## config.mk

```make
export PLATFORM = sky130hd
export DESIGN_NAME = script_comment_stripper_core
export DESIGN_NICKNAME = d
export VERILOG_FILES = /design/src/rtl/scs_pkg.sv /design/src/rtl/scs_front.sv /design/src/rtl/scs_queue.sv /design/src/rtl/scs_back.sv /design/src/rtl/script_comment_stripper_core.sv
export SDC_FILE = /design/constraint.sdc
export NUM_CORES = 1
export LEC_CHECK = 0
export BUFFER_PORTS_ARGS = -buffer_cell sky130_fd_sc_hd__buf_4
export CAP_MARGIN = 15
export CORE_ASPECT_RATIO = 2
export CORE_MARGIN = 1.5
export CORE_UTILIZATION = 59
export CTS_BUF_LIST = sky130_fd_sc_hd__clkbuf_4
export DETAILED_ROUTE_END_ITERATION = 16
export PLACE_DENSITY_LB_ADDON = 0.05
export RECOVER_POWER = 50
export SLEW_MARGIN = 20
export SYNTH_ARGS = -nofsm -noshare
export SYNTH_HDL_FRONTEND = slang
export SYNTH_SLANG_ARGS = --single-unit
```

## constraint.sdc

```tcl
create_clock -name clk -period 9.1 [get_ports clk]
set_input_delay 0.91 -clock clk [delete_from_list [all_inputs] [get_ports clk]]
set_output_delay 0.91 -clock clk [all_outputs]
set_load 0.03 [all_outputs]
```

## src/rtl/scs_pkg.sv

```systemverilog
// Shared types and codes for the script comment stripper.
`timescale 1ns / 1ps

package scs_pkg;

    localparam int SLOTS = 3;

    localparam logic [1:0] KIND_CODE  = 2'd0;
    localparam logic [1:0] KIND_TEXT  = 2'd1;
    localparam logic [1:0] KIND_CLOSE = 2'd2;

    localparam logic CK_LINE  = 1'b0;
    localparam logic CK_BLOCK = 1'b1;

    typedef struct packed {
        logic [7:0] ch;
        logic [1:0] kind;
        logic       ck;
    } scs_rec_t;

    typedef struct packed {
        logic [1:0] cnt;
        logic       last;
    } scs_ctl_t;

    localparam int REC_W = $bits(scs_rec_t);

endpackage

```

## src/rtl/scs_front.sv

```systemverilog
// Front scanner: accepts source bytes, tracks strings and comments, builds result groups.
`timescale 1ns / 1ps

module scs_front #(
    parameter int LINE_BITS = 24
) (
    input  logic                                         clk,
    input  logic                                         rst_n,
    input  logic                                         cfg_we,
    input  logic                                         collect_comments,
    input  logic                                         in_valid,
    input  logic [7:0]                                   in_char,
    input  logic                                         in_last,
    input  logic                                         queue_full,
    output logic                                         push,
    output scs_pkg::scs_ctl_t                            push_ctl,
    output logic [scs_pkg::SLOTS*(scs_pkg::REC_W+LINE_BITS)-1:0] push_data
);
    import scs_pkg::*;

    typedef enum logic [2:0] {
        MODE_NORMAL = 3'd0,
        MODE_STRING = 3'd1,
        MODE_STRESC = 3'd2,
        MODE_LINE   = 3'd3,
        MODE_BLOCK  = 3'd4
    } mode_t;

    localparam logic [7:0] CH_NL    = 8'h0A;
    localparam logic [7:0] CH_SPACE = 8'h20;
    localparam logic [7:0] CH_DQ    = 8'h22;
    localparam logic [7:0] CH_SQ    = 8'h27;
    localparam logic [7:0] CH_STAR  = 8'h2A;
    localparam logic [7:0] CH_SLASH = 8'h2F;
    localparam logic [7:0] CH_BSL   = 8'h5C;
    localparam logic [7:0] CH_BT    = 8'h60;

    localparam logic [1:0] QUOTE_DQ = 2'd0;
    localparam logic [1:0] QUOTE_SQ = 2'd1;
    localparam logic [1:0] QUOTE_BT = 2'd2;

    localparam logic [LINE_BITS-1:0] LINE_ONE = LINE_BITS'(1);
    localparam logic [LINE_BITS-1:0] LINE_MAX = {LINE_BITS{1'b1}};

    function automatic logic [7:0] quote_byte(input logic [1:0] q);
        logic [7:0] r;
        case (q)
            QUOTE_DQ: r = CH_DQ;
            QUOTE_SQ: r = CH_SQ;
            QUOTE_BT: r = CH_BT;
            default:  r = 8'h00;
        endcase
        return r;
    endfunction

    mode_t                mode_reg, mode_next;
    logic [1:0]           quote_reg, quote_next;
    logic                 held_reg, held_next;
    logic [LINE_BITS-1:0] line_reg, line_next;
    logic [LINE_BITS-1:0] csl_reg, csl_next;
    logic                 collect_reg;

    logic                 accept;
    logic [1:0]           n;
    logic                 do_normal;
    logic                 do_block;
    logic                 inc;
    logic                 ck;
    logic                 is_nl;
    scs_rec_t             rec [SLOTS];
    logic [LINE_BITS-1:0] rec_line [SLOTS];

    assign accept = in_valid && !queue_full;
    assign is_nl  = (in_char == CH_NL);

    always_comb
    begin
        mode_next  = mode_reg;
        quote_next = quote_reg;
        held_next  = held_reg;
        line_next  = line_reg;
        csl_next   = csl_reg;
        n          = 2'd0;
        do_normal  = 1'b0;
        do_block   = 1'b0;
        inc        = 1'b0;
        ck         = CK_LINE;
        for (int i = 0; i < SLOTS; i++)
        begin
            rec[i]      = '0;
            rec_line[i] = '0;
        end

        unique case (mode_reg)
            MODE_NORMAL:
            begin
                if (held_reg)
                begin
                    held_next = 1'b0;
                    if (in_char == CH_SLASH || in_char == CH_STAR)
                    begin
                        ck        = (in_char == CH_STAR) ? CK_BLOCK : CK_LINE;
                        csl_next  = line_reg;
                        mode_next = ck ? MODE_BLOCK : MODE_LINE;
                        if (!collect_reg)
                        begin
                            rec[n] = '{ch: CH_SPACE, kind: KIND_CODE, ck: CK_LINE};
                            rec_line[n] = line_reg;
                            n = n + 2'd1;
                            rec[n] = '{ch: CH_SPACE, kind: KIND_CODE, ck: CK_LINE};
                            rec_line[n] = line_reg;
                            n = n + 2'd1;
                        end
                        else if (in_last)
                        begin
                            rec[n] = '{ch: 8'h00, kind: KIND_CLOSE, ck: ck};
                            rec_line[n] = line_reg;
                            n = n + 2'd1;
                        end
                    end
                    else
                    begin
                        rec[n] = '{ch: CH_SLASH, kind: KIND_CODE, ck: CK_LINE};
                        rec_line[n] = line_reg;
                        n = n + 2'd1;
                        do_normal = 1'b1;
                    end
                end
                else
                begin
                    do_normal = 1'b1;
                end
            end
            MODE_STRING:
            begin
                rec[n] = '{ch: in_char, kind: KIND_CODE, ck: CK_LINE};
                rec_line[n] = line_reg;
                n = n + 2'd1;
                if (in_char == quote_byte(quote_reg))
                    mode_next = MODE_NORMAL;
                else if (in_char == CH_BSL && !in_last)
                    mode_next = MODE_STRESC;
                else if (is_nl)
                    inc = 1'b1;
            end
            MODE_STRESC:
            begin
                rec[n] = '{ch: in_char, kind: KIND_CODE, ck: CK_LINE};
                rec_line[n] = line_reg;
                n = n + 2'd1;
                inc = is_nl;
                mode_next = MODE_STRING;
            end
            MODE_LINE:
            begin
                if (is_nl)
                begin
                    if (collect_reg)
                    begin
                        rec[n] = '{ch: 8'h00, kind: KIND_CLOSE, ck: CK_LINE};
                        rec_line[n] = csl_reg;
                        n = n + 2'd1;
                    end
                    rec[n] = '{ch: CH_NL, kind: KIND_CODE, ck: CK_LINE};
                    rec_line[n] = line_reg;
                    n = n + 2'd1;
                    inc = 1'b1;
                    mode_next = MODE_NORMAL;
                end
                else
                begin
                    if (collect_reg)
                    begin
                        rec[n] = '{ch: in_char, kind: KIND_TEXT, ck: CK_LINE};
                        rec_line[n] = csl_reg;
                        n = n + 2'd1;
                        if (in_last)
                        begin
                            rec[n] = '{ch: 8'h00, kind: KIND_CLOSE, ck: CK_LINE};
                            rec_line[n] = csl_reg;
                            n = n + 2'd1;
                        end
                    end
                    else
                    begin
                        rec[n] = '{ch: CH_SPACE, kind: KIND_CODE, ck: CK_LINE};
                        rec_line[n] = line_reg;
                        n = n + 2'd1;
                    end
                end
            end
            MODE_BLOCK:
            begin
                if (held_reg)
                begin
                    held_next = 1'b0;
                    if (in_char == CH_SLASH)
                    begin
                        mode_next = MODE_NORMAL;
                        if (collect_reg)
                        begin
                            rec[n] = '{ch: 8'h00, kind: KIND_CLOSE, ck: CK_BLOCK};
                            rec_line[n] = csl_reg;
                            n = n + 2'd1;
                        end
                        else
                        begin
                            rec[n] = '{ch: CH_SPACE, kind: KIND_CODE, ck: CK_LINE};
                            rec_line[n] = line_reg;
                            n = n + 2'd1;
                            rec[n] = '{ch: CH_SPACE, kind: KIND_CODE, ck: CK_LINE};
                            rec_line[n] = line_reg;
                            n = n + 2'd1;
                        end
                    end
                    else
                    begin
                        if (collect_reg)
                        begin
                            rec[n] = '{ch: CH_STAR, kind: KIND_TEXT, ck: CK_BLOCK};
                            rec_line[n] = csl_reg;
                        end
                        else
                        begin
                            rec[n] = '{ch: CH_SPACE, kind: KIND_CODE, ck: CK_LINE};
                            rec_line[n] = line_reg;
                        end
                        n = n + 2'd1;
                        do_block = 1'b1;
                    end
                end
                else
                begin
                    do_block = 1'b1;
                end
            end
            default:
            begin
                mode_next = MODE_NORMAL;
                held_next = 1'b0;
                do_normal = 1'b1;
            end
        endcase

        if (do_block)
        begin
            if (in_last)
            begin
                if (collect_reg)
                begin
                    rec[n] = '{ch: 8'h00, kind: KIND_CLOSE, ck: CK_BLOCK};
                    rec_line[n] = csl_reg;
                    n = n + 2'd1;
                end
                rec[n] = '{ch: in_char, kind: KIND_CODE, ck: CK_LINE};
                rec_line[n] = line_reg;
                n = n + 2'd1;
                inc = is_nl;
                mode_next = MODE_NORMAL;
            end
            else if (in_char == CH_STAR)
            begin
                held_next = 1'b1;
            end
            else
            begin
                if (collect_reg)
                begin
                    rec[n] = '{ch: in_char, kind: KIND_TEXT, ck: CK_BLOCK};
                    rec_line[n] = csl_reg;
                end
                else
                begin
                    rec[n] = '{ch: is_nl ? CH_NL : CH_SPACE, kind: KIND_CODE, ck: CK_LINE};
                    rec_line[n] = line_reg;
                end
                n = n + 2'd1;
                inc = is_nl;
            end
        end

        if (do_normal)
        begin
            if (in_char == CH_SLASH && !in_last)
            begin
                held_next = 1'b1;
            end
            else
            begin
                rec[n] = '{ch: in_char, kind: KIND_CODE, ck: CK_LINE};
                rec_line[n] = line_reg;
                n = n + 2'd1;
                if (is_nl)
                begin
                    inc = 1'b1;
                end
                else if (in_char == CH_DQ || in_char == CH_SQ || in_char == CH_BT)
                begin
                    quote_next = (in_char == CH_DQ) ? QUOTE_DQ :
                                 (in_char == CH_SQ) ? QUOTE_SQ : QUOTE_BT;
                    mode_next  = MODE_STRING;
                end
            end
        end

        if (inc && line_reg != LINE_MAX)
            line_next = line_reg + LINE_ONE;

        if (in_last)
        begin
            mode_next  = MODE_NORMAL;
            quote_next = QUOTE_DQ;
            held_next  = 1'b0;
            line_next  = LINE_ONE;
            csl_next   = LINE_ONE;
        end
    end

    always_ff @(posedge clk or negedge rst_n)
    begin
        if (!rst_n)
        begin
            mode_reg    <= MODE_NORMAL;
            quote_reg   <= QUOTE_DQ;
            held_reg    <= 1'b0;
            line_reg    <= LINE_ONE;
            csl_reg     <= LINE_ONE;
            collect_reg <= 1'b0;
        end
        else
        begin
            if (cfg_we)
                collect_reg <= collect_comments;
            if (accept)
            begin
                mode_reg  <= mode_next;
                quote_reg <= quote_next;
                held_reg  <= held_next;
                line_reg  <= line_next;
                csl_reg   <= csl_next;
            end
        end
    end

    assign push          = accept && (n != 2'd0);
    assign push_ctl.cnt  = n;
    assign push_ctl.last = in_last;
    assign push_data     = {rec_line[2], rec_line[1], rec_line[0], rec[2], rec[1], rec[0]};

endmodule

```

## src/rtl/scs_queue.sv

```systemverilog
// Short queue of result groups between the scanner and the output stage.
`timescale 1ns / 1ps

module scs_queue #(
    parameter int WIDTH = 105,
    parameter int DEPTH = 4
) (
    input  logic              clk,
    input  logic              rst_n,
    input  logic              push,
    input  scs_pkg::scs_ctl_t push_ctl,
    input  logic [WIDTH-1:0]  push_data,
    input  logic              pop,
    output logic              full,
    output logic              empty,
    output scs_pkg::scs_ctl_t pop_ctl,
    output logic [WIDTH-1:0]  pop_data
);
    import scs_pkg::*;

    localparam int AW = (DEPTH > 1) ? $clog2(DEPTH) : 1;
    localparam logic [AW-1:0] PTR_LAST = AW'(DEPTH - 1);
    localparam logic [AW:0]   CNT_FULL = (AW + 1)'(DEPTH);

    scs_ctl_t         ctl_mem [DEPTH];
    logic [WIDTH-1:0] data_mem [DEPTH];
    logic [AW-1:0]    wr_ptr_reg, wr_ptr_next;
    logic [AW-1:0]    rd_ptr_reg, rd_ptr_next;
    logic [AW:0]      count_reg, count_next;

    assign full     = (count_reg == CNT_FULL);
    assign empty    = (count_reg == '0);
    assign pop_ctl  = ctl_mem[rd_ptr_reg];
    assign pop_data = data_mem[rd_ptr_reg];

    always_comb
    begin
        wr_ptr_next = wr_ptr_reg;
        rd_ptr_next = rd_ptr_reg;
        count_next  = count_reg;
        if (push)
            wr_ptr_next = (wr_ptr_reg == PTR_LAST) ? '0 : wr_ptr_reg + 1'b1;
        if (pop)
            rd_ptr_next = (rd_ptr_reg == PTR_LAST) ? '0 : rd_ptr_reg + 1'b1;
        if (push && !pop)
            count_next = count_reg + 1'b1;
        else if (pop && !push)
            count_next = count_reg - 1'b1;
    end

    always_ff @(posedge clk or negedge rst_n)
    begin
        if (!rst_n)
        begin
            wr_ptr_reg <= '0;
            rd_ptr_reg <= '0;
            count_reg  <= '0;
        end
        else
        begin
            wr_ptr_reg <= wr_ptr_next;
            rd_ptr_reg <= rd_ptr_next;
            count_reg  <= count_next;
        end
    end

    always_ff @(posedge clk)
    begin
        if (push)
        begin
            ctl_mem[wr_ptr_reg]  <= push_ctl;
            data_mem[wr_ptr_reg] <= push_data;
        end
    end

endmodule

```

## src/rtl/scs_back.sv

```systemverilog
// Output stage: holds one result group and hands out its results one beat at a time.
`timescale 1ns / 1ps

module scs_back #(
    parameter int LINE_BITS = 24
) (
    input  logic                                                  clk,
    input  logic                                                  rst_n,
    input  logic                                                  empty,
    input  scs_pkg::scs_ctl_t                                     pop_ctl,
    input  logic [scs_pkg::SLOTS*(scs_pkg::REC_W+LINE_BITS)-1:0] pop_data,
    output logic                                                  pop,
    output logic                                                  out_valid,
    input  logic                                                  out_stall,
    output logic [7:0]                                            out_char,
    output logic [1:0]                                            kind,
    output logic                                                  comment_kind,
    output logic [LINE_BITS-1:0]                                  line_no,
    output logic                                                  out_last
);
    import scs_pkg::*;

    localparam int DW = SLOTS * (REC_W + LINE_BITS);

    logic            valid_reg, valid_next;
    scs_ctl_t        ctl_reg, ctl_next;
    logic [1:0]      idx_reg, idx_next;
    logic [DW-1:0]   data_reg;
    logic            fire;
    logic            last_slot;
    scs_rec_t        rec_sel;

    assign fire      = valid_reg && !out_stall;
    assign last_slot = (idx_reg == ctl_reg.cnt - 2'd1);
    assign pop       = !empty && (!valid_reg || (fire && last_slot));

    always_comb
    begin
        valid_next = valid_reg;
        ctl_next   = ctl_reg;
        idx_next   = idx_reg;
        if (pop)
        begin
            valid_next = 1'b1;
            ctl_next   = pop_ctl;
            idx_next   = 2'd0;
        end
        else if (fire && last_slot)
        begin
            valid_next = 1'b0;
        end
        else if (fire)
        begin
            idx_next = idx_reg + 2'd1;
        end
    end

    always_ff @(posedge clk or negedge rst_n)
    begin
        if (!rst_n)
        begin
            valid_reg <= 1'b0;
            ctl_reg   <= '0;
            idx_reg   <= 2'd0;
        end
        else
        begin
            valid_reg <= valid_next;
            ctl_reg   <= ctl_next;
            idx_reg   <= idx_next;
        end
    end

    always_ff @(posedge clk)
    begin
        if (pop)
            data_reg <= pop_data;
    end

    assign rec_sel      = data_reg[idx_reg * REC_W +: REC_W];
    assign out_valid    = valid_reg;
    assign out_char     = rec_sel.ch;
    assign kind         = rec_sel.kind;
    assign comment_kind = rec_sel.ck;
    assign line_no      = data_reg[SLOTS * REC_W + idx_reg * LINE_BITS +: LINE_BITS];
    assign out_last     = ctl_reg.last && last_slot;

endmodule

```

## src/rtl/script_comment_stripper_core.sv

```systemverilog
// Top level of the script comment stripper: scanner, group queue and output stage.
//
//  Channel   Direction  Handshake             Payload
//  input     in         in_valid / in_stall   in_char, in_last
//  output    out        out_valid / out_stall out_char, kind, comment_kind, line_no, out_last
//  config    in         cfg_we                collect_comments
//
// The scanner takes one byte per cycle while the group queue has room; its state
// machine settles each byte in that cycle. A byte gives up to three result beats,
// which the output stage hands out one per cycle unless out_stall is high, so with at
// most one beat per byte and no stall the rate is one byte per cycle. Beats pass the
// queue, then the output register. Reset clears all control state; no clearing pass is
// needed. Each side stalls on its own, the queue absorbing bursts of multi-beat groups.
`timescale 1ns / 1ps

module script_comment_stripper_core #(
    parameter int LINE_BITS   = 24,
    parameter int QUEUE_DEPTH = 4
) (
    input  logic                 clk,
    input  logic                 rst_n,
    input  logic                 cfg_we,
    input  logic                 collect_comments,
    input  logic                 in_valid,
    output logic                 in_stall,
    input  logic [7:0]           in_char,
    input  logic                 in_last,
    output logic                 out_valid,
    input  logic                 out_stall,
    output logic [7:0]           out_char,
    output logic [1:0]           kind,
    output logic                 comment_kind,
    output logic [LINE_BITS-1:0] line_no,
    output logic                 out_last
);
    import scs_pkg::*;

    localparam int DW = SLOTS * (REC_W + LINE_BITS);

    logic          q_push;
    logic          q_pop;
    logic          q_full;
    logic          q_empty;
    scs_ctl_t      push_ctl;
    scs_ctl_t      pop_ctl;
    logic [DW-1:0] push_data;
    logic [DW-1:0] pop_data;

    assign in_stall = q_full;

    scs_front #(
        .LINE_BITS (LINE_BITS)
    ) u_front (
        .clk              (clk),
        .rst_n            (rst_n),
        .cfg_we           (cfg_we),
        .collect_comments (collect_comments),
        .in_valid         (in_valid),
        .in_char          (in_char),
        .in_last          (in_last),
        .queue_full       (q_full),
        .push             (q_push),
        .push_ctl         (push_ctl),
        .push_data        (push_data)
    );

    scs_queue #(
        .WIDTH (DW),
        .DEPTH (QUEUE_DEPTH)
    ) u_queue (
        .clk       (clk),
        .rst_n     (rst_n),
        .push      (q_push),
        .push_ctl  (push_ctl),
        .push_data (push_data),
        .pop       (q_pop),
        .full      (q_full),
        .empty     (q_empty),
        .pop_ctl   (pop_ctl),
        .pop_data  (pop_data)
    );

    scs_back #(
        .LINE_BITS (LINE_BITS)
    ) u_back (
        .clk          (clk),
        .rst_n        (rst_n),
        .empty        (q_empty),
        .pop_ctl      (pop_ctl),
        .pop_data     (pop_data),
        .pop          (q_pop),
        .out_valid    (out_valid),
        .out_stall    (out_stall),
        .out_char     (out_char),
        .kind         (kind),
        .comment_kind (comment_kind),
        .line_no      (line_no),
        .out_last     (out_last)
    );

    // The queue is never written while full, nor read while empty.
    assert property (@(posedge clk) disable iff (!rst_n) !(q_push && q_full))
        else $error("group queue written while full");

    assert property (@(posedge clk) disable iff (!rst_n) q_pop |-> !q_empty)
        else $error("group queue read while empty");

    // Code beats never carry the block comment mark, and no unused kind code is given.
    assert property (@(posedge clk) disable iff (!rst_n)
        out_valid |-> (kind == KIND_CODE || kind == KIND_TEXT || kind == KIND_CLOSE) &&
                      !(kind == KIND_CODE && comment_kind == CK_BLOCK))
        else $error("malformed output beat");

    // A closed record carries no byte.
    assert property (@(posedge clk) disable iff (!rst_n)
        out_valid && kind == KIND_CLOSE |-> out_char == 8'h00)
        else $error("record close beat carries a byte");

endmodule

```

==> run metrics, run 1 <==
outcome=finished with violations; violated checks=capacitance limit, slew limit; WHS=between 300 and 400 ps; Rel. slew slack=-1.492; Setup Fix Bufs, Post-CTS=0; cts bufs inserted=between 100 and 150; Commonest cells post-synth=537 x edfxtp_1, 123 x nand2_1, 119 x mux4_2; final setup fails=0; # rows=roughly 110; # nets final=about 1800; synth top area cells=edfxtp_1 62%, mux4_2 10%, dfrtp_1 6.4%; final hold violation count=0; WL per Instance=~27 um; Worst setup EP type=flip-flop; Hold Crit Start=cfg_we; slowest stage delay, CP=roughly 1300 ps; Pleak=9.652 nW; Post-CTS Resized=0; clock tree buffer depth=3; post-synth cell types=70; MaxCap Viol Count=11; post-synthesis net count=between 1500 and 2000; Critical Path Most Common Cell=ha_1; Fin Setup TNS=0 ps; worst r2r dst=u_queue.data_mem[3][60]$_DFFE_PP_; Post-synth top flop=edfxtp_1; Post-Synthesis Cell Area=approximately 0.026 mm2; Hold Crit Class=in2reg; maximum VDD drop=between 0.2 and 0.3 mV; highest clock rate=approximately 140 MHz; RR Startpoint=u_front.collect_reg$_DFFE_PN0P_; largest net degree at the start of global routing=~110; CP Class=reg2reg; critical path arrival=7760 ps; EDFF count, synth=between 500 and 600; CTS tree=built; hold buffer count at CTS=1; die area=0.04511 mm2; Yosys top cell by area=edfxtp_1; vias post-DR=about 15000; Starting Density=0.5973; clock skew=roughly 77 ps; pwr dens=about 300 mW/mm2; first-pass GRT wire length=96.13 mm; antenna violations before repair=3; crit path max fanout=32; FF+latch count, synth=roughly 610; most frequent cell after synthesis=edfxtp_1; Hold Path Depth=2; share of flip-flops with an asynchronous set or reset=0.1124; Yosys warning count=0; crit start category=flip-flop; Die H=between 200 and 300 um; Die X=between 150 and 200 um; top cell family by delay on the critical path=buffers and inverters; slowest stage cell, crit path=clkbuf_1; Data required, critical path=slightly below 10000 ps; DR vias/cell=6.457; Root Driver=clkbuf_4; buffers and inverters on the worst path=3; DRC Markers=0; Mapped Avg Cell Area=approximately 16 um2; pins over their slew limit=420; cells on worst reg2reg path=14; Top-Level Pins=53; clock period minus final worst setup slack=just over 7000 ps; RePlAce Congestion=0.9324; top-area cell type share of the netlist area=0.6244; Synth Instances=about 1600; Largest register FFs=420; HPWL after detailed placement=between 30 and 40 mm; ANT nets after route=0; DR iter-0 viols=1227; Core Area=between 0.04 and 0.05 mm2; ratio of final minimum period to clock period=0.7809; CTS Sinks=605; share of layout cells above drive strength 1=0.2234; RSZ-0062 raised after global routing=false; area delta synth->final=9.505%; vias in the first global route=16020; Clk pin slew, worst setup/hold paths=around 70 ps; remaining global-route overflow=0; sequential share of the synthesized area=0.6904; number of I/O port buffers=52; DR pass1 iterations=6; crit-path cells=clkbuf_1 -> inv_1 -> o21ai_0 -> and2_0 -> ha_1 -> a21o_1 -> ha_1 -> nand2b_1 -> a21oi_1 -> nor2_1 -> ha_1 -> a2111o_1 -> clkbuf_1 -> a22o_1; Least-Margin Pin Slew=3739 ps; clk_lat worst skew=roughly 900 ps; hold endpoint=u_front.collect_reg$_DFFE_PN0P_; gr usage total=0.2965; final wirelength=roughly 64 mm; flop-to-flop setup slack=1990 ps; CTS HTree Levels=4
## cell families (layout without fill, tap and decap cells)
family | after synthesis | after routing | synth area share
buffers and inverters | 149 | 345 | 0.02219
multiplexers | 166 | 166 | 0.1227
AO/OA/AOI/OAI | 310 | 310 | 0.08265
adder cells (fa/ha/maj) | 17 | 17 | 0.008527
other | 0 | 1 | 0
flip-flops | 605 | 605 | 0.6904
XOR/XNOR | 24 | 24 | 0.008139
AND/OR/NAND/NOR | 346 | 346 | 0.06540
## report_power, final
group	total, mW	leakage [nW]	switching, mW	internal, mW
logic	2.19	2.65	1.32	0.871
registers	4.11	6.01	0.315	3.79
clock network	2.05	0.990	1.02	1.03
## layout by cell type (no fill, tap or decap), drive strengths merged, types with 7 or more instances in the layout
cell    netlist  layout
nand4         7       7
mux2i        32      32
nor2b        28      28
xnor2        17      17
nand3        24      24
inv          32      36
nor3b         7       7
nand2       123     123
xor2          7       7
clkinv        2      30
or3           8       8
and2         10      10
o221ai       10      10
a22oi        18      18
nand2b        8       8
o21ai       120     120
o31ai         9       9
dfrtp        66      66
buf          27      30
mux4        119     119
a22o         60      60
clkbuf       88     242
nor3         16      16
a32o         19      19
edfxtp      537     537
nor4          9       9
a21oi        27      27
nor2         76      76
mux2         15      15
ha           16      16
## metrics by stage
stage          power (mW)    util  cells  worst slack (ps)  instance area [um2]
2_1_floorplan       5.651       -   1617              1783                25840
3_3_place_gp        6.430  0.6194   2133              2967                26790
3_5_place_dp        6.473  0.6196   2133              3089                26790
4_1_cts             8.527  0.6587   2363              3241                28480
5_1_grt             8.751  0.6540   2364              1741                28280
6_report            8.345  0.6540   2364              1993                28280
## layout make-up
class                      instances  area [um2]
antenna                            1       2.502
inverter                          34       130.1
clock inverter                    38       247.7
timing repair buffer              82       478.0
clock buffer                     191        1434
tap                              550       688.2
fill                            3162       14960
multi-input combinational        863        7465
sequential                       605       17840
## metal layers
layer / share of wire / GRT usage / routed length (um)
met1: 0.36 / 0.3461 / 22650
met2: 0.54 / 0.5158 / 34530
met3: 0.052 / 0.04382 / 3313
met4: 0.052 / 0.1706 / 3299
met5: 0 / 0 / 0
## worst max path at each step
stage / startpoint / endpoint / slack (ps) / depth (start not counted)
after global routing: u_back.idx_reg[1]$_DFFE_PN0P_ / u_queue.rd_ptr_reg[0]$_DFFE_PN0P_ / 1740 / 9
after global placement: in_char[4] / u_queue.data_mem[0][38]$_DFFE_PP_ / 2970 / 16
after floorplan: in_char[4] / u_queue.ctl_mem[0][0]$_DFFE_PP_ / 1780 / 15
after CTS: u_front.mode_reg[2]$_DFFE_PN0P_ / u_queue.data_mem[2][81]$_DFFE_PP_ / 3240 / 15
final: u_front.collect_reg$_DFFE_PN0P_ / u_queue.data_mem[3][60]$_DFFE_PP_ / 1990 / 14
after detailed placement: in_char[4] / u_queue.data_mem[2][81]$_DFFE_PP_ / 3090 / 16
Note: power is estimated with default switching activity, not from simulation.
==> inputs of run 2 (changes only) <==
==> constraint.sdc (replaced) <==
create_clock -name clk -period 6.15 [get_ports clk]
set_input_delay 0.615 -clock clk [delete_from_list [all_inputs] [get_ports clk]]
set_output_delay 0.615 -clock clk [all_outputs]
set_load 0.03 [all_outputs]
==> run 2 against run 1 <==
The flow still finishes with violations (capacitance limit, slew limit); worst hold slack got worse by 110 ps; clock-buffer cell count fell by 4; wire length grew 5.5%; first-iteration DRC count decreased by 9.7%; clock skew decreased by 35 ps; setup slack worse by 1400 ps; register-to-register slack got worse by 1400 ps; via count increased by 1.3%; power rose by 51%; cell count up 1.4%; fmax up 28%.
==> run metrics, run 2 (synthesis results as in run 1) <==
Seq pwr share=0.480 (was 0.492); Post-Layout Cell Count=2396 (was 2364); Psw=4.034 mW (was 2.649 mW); clock tree buffer depth=3 (unchanged); placed cells=2162 (was 2133); Worst setup EP type=flip-flop (unchanged); first-pass GRT wire length=99.78 mm (was 96.13 mm); clk_lat worst skew=860 ps (was 890 ps); final setup fails=0 (unchanged); flop-to-flop setup slack=580 ps (was 1990 ps); DR pass1 iterations=5 (was 6); ratio of final minimum period to clock period=0.9056 (was 0.7809); Data required, critical path=6690 ps (was 9750 ps); Clk pin slew, worst setup/hold paths=60 ps (was 70 ps); crit path max fanout=24 (was 32); number of I/O port buffers=52 (unchanged); ANT nets after route=0 (unchanged); critical path arrival=6110 ps (was 7760 ps); DR vias/cell=6.451 (was 6.457); Top-Level Pins=53 (unchanged); final hold violation count=0 (unchanged); Least-Margin Pin Slew=4181 ps (was 3739 ps); antenna violations before repair=1 (was 3); pins over their slew limit=333 (was 420); commonest non-fill, non-tap cells in the layout=537 x edfxtp_1, 188 x clkbuf_4, 123 x nand2_1 (was 537 x edfxtp_1, 191 x clkbuf_4, 123 x nand2_1); DR iter-0 viols=1108 (was 1227); most common cell after layout, fill and taps aside=edfxtp_1 (unchanged); clock period minus final worst setup slack=5570 ps (was 7107 ps); Worst Setup Slack, final=580.4 ps (was 1993 ps); pwr dens=438.3 mW/mm2 (was 295.1 mW/mm2); share of layout cells above drive strength 1=0.2309 (was 0.2234); final wirelength=67.31 mm (was 63.79 mm); maximum VDD drop=0.3341 mV (was 0.2818 mV); RSZ-0062 raised after global routing=false (unchanged); CP Class=reg2reg (unchanged); RePlAce Congestion=0.9377 (was 0.9324); highest clock rate=179.5 MHz (was 140.7 MHz); clock skew=42.08 ps (was 77.14 ps); Combinational Power Share=0.275 (was 0.262); cts bufs inserted=133 (unchanged); CTS Sinks=605 (unchanged); # nets final=1783 (was 1751); Hold Crit Class=in2reg (unchanged); RR Startpoint=u_front.mode_reg[1]$_DFFE_PN0P_ (was u_front.collect_reg$_DFFE_PN0P_); hold buffer count at CTS=4 (was 1); largest net degree at the start of global routing=75 (was 109); Die X=150.9 um (unchanged); cells on worst reg2reg path=14 (unchanged); Rel. slew slack=-1.817 (was -1.492); Core Area=0.04324 mm2 (unchanged); vias post-DR=15460 (was 15270); vias in the first global route=16460 (was 16020); pre-CTS setup slack=700.0 ps (was 3089 ps); switching part of the total=0.3208 (was 0.3175); MaxCap Viol Count=8 (was 11); Die H=298.9 um (unchanged); Setup Fix Bufs, Post-CTS=0 (unchanged); CTS tree=built (unchanged); Fin Setup TNS=0 ps (unchanged); crit start category=flip-flop (unchanged); CTS HTree Levels=4 (unchanged); worst r2r dst=u_queue.data_mem[2][59]$_DFFE_PP_ (was u_queue.data_mem[3][60]$_DFFE_PP_); Starting Density=0.5973 (unchanged); crit path launch=u_front.mode_reg[1]$_DFFE_PN0P_ (was u_front.collect_reg$_DFFE_PN0P_); area delta synth->final=11.10% (was 9.505%); Pleak=9.870 nW (was 9.652 nW); outcome=finished with violations (unchanged); gr usage total=0.3115 (was 0.2965); post-route cell area=0.02869 mm2 (was 0.02828 mm2); Largest register FFs=420 (unchanged); Placed Area=0.02719 mm2 (was 0.02679 mm2); WL per Instance=28.09 um (was 26.98 um); Post-CTS Resized=0 (unchanged); DRC Markers=0 (unchanged); violated checks=capacitance limit, slew limit (unchanged); Root Driver=clkbuf_4 (unchanged); clock group share of total power=0.244 (was 0.245); remaining global-route overflow=0 (unchanged); HPWL after detailed placement=43.70 mm (was 39.16 mm); Critical path destination=u_queue.data_mem[2][59]$_DFFE_PP_ (was u_queue.data_mem[3][60]$_DFFE_PP_); die area=0.04511 mm2 (unchanged); # rows=108 (unchanged); P_int=8.542 mW (was 5.695 mW)
==> run 2: cell types whose count changed in the layout (fill, tap and decap cells not counted), sizes merged <==
cell / before / now
buf: 30 / 58
bufinv: 2 / 4
clkbuf: 242 / 239
clkinv: 30 / 32
clkinvlp: 4 / 3
dlygate4sd3: 1 / 4
inv: 36 / 37
==> run 2: critical path: stages (launching register included) <==
cell and delay (ps):
dfrtp_1 500, or4b_1 680, a31oi_1 620, nor3b_1 180, and2_0 280, ha_1 320, a21o_1 200, ha_1 280
nand2b_1 140, a21oi_1 290, nor2_1 140, ha_1 280, a2111o_1 400, clkbuf_2 500, a22o_1 440
==> run 2: stage by stage <==
| step | util | power, mW | hold slack (ps) |
|---|---|---|---|
| 2_1_floorplan | - | 8.362 | 319.4 |
| 3_3_place_gp | 0.6281 | 9.713 | 484.2 |
| 3_5_place_dp | 0.6288 | 9.787 | 501.3 |
| 4_1_cts | 0.6688 | 12.85 | 118.5 |
| 5_1_grt | 0.6636 | 13.14 | 194.7 |
| 6_report | 0.6636 | 12.58 | 204.3 |
==> run 2: layout make-up <==
| class | count | area (um2) |
|---|---|---|
| Clock inverter | 42 | 289.0 |
| Sequential cell | 605 | 17830 |
| Fill cell | 3159 | 14550 |
| Antenna cell | 1 | 2.502 |
| Clock buffer | 187 | 1404 |
| Timing Repair Buffer | 114 | 884.6 |
| Inverter | 34 | 127.6 |
| Multi-Input combinational cell | 863 | 7463 |
| Tap cell | 550 | 688.2 |
==> run 2: how the worst min path moves through the flow <==
stage / start / slack, ps / endpoint / cells after the start
final: in_char[3] / 200 / u_front.quote_reg[0]$_DFFE_PN0P_ / 4
after global routing: in_char[3] / 190 / u_front.quote_reg[0]$_DFFE_PN0P_ / 4
after floorplan: rst_n / 320 / u_back.ctl_reg[0]$_DFFE_PN0P_ / 0
after CTS: in_char[3] / 120 / u_front.quote_reg[0]$_DFFE_PN0P_ / 4
after global placement: u_back.ctl_reg[0]$_DFFE_PN0P_ / 480 / u_back.ctl_reg[0]$_DFFE_PN0P_ / 1
after detailed placement: u_back.ctl_reg[0]$_DFFE_PN0P_ / 500 / u_back.ctl_reg[0]$_DFFE_PN0P_ / 1
==> run 2: power by group through the flow <==
stage          clock network (mW)  logic, mW  registers, mW
2_1_floorplan                   0       2.46           5.90
5_1_grt                      3.33       3.69           6.12
3_3_place_gp                    0       3.62           6.10
6_report                     3.07       3.46           6.04
4_1_cts                      3.14       3.66           6.05
3_5_place_dp                    0       3.65           6.14
==> run 2: layer usage <==
layer,part of all wire,track usage,vias up
met1,0.34,0.3402,7831
met2,0.55,0.5510,647
met5,0,0,-
li1,-,-,6753
met3,0.052,0.05191,226
met4,0.065,0.1995,0
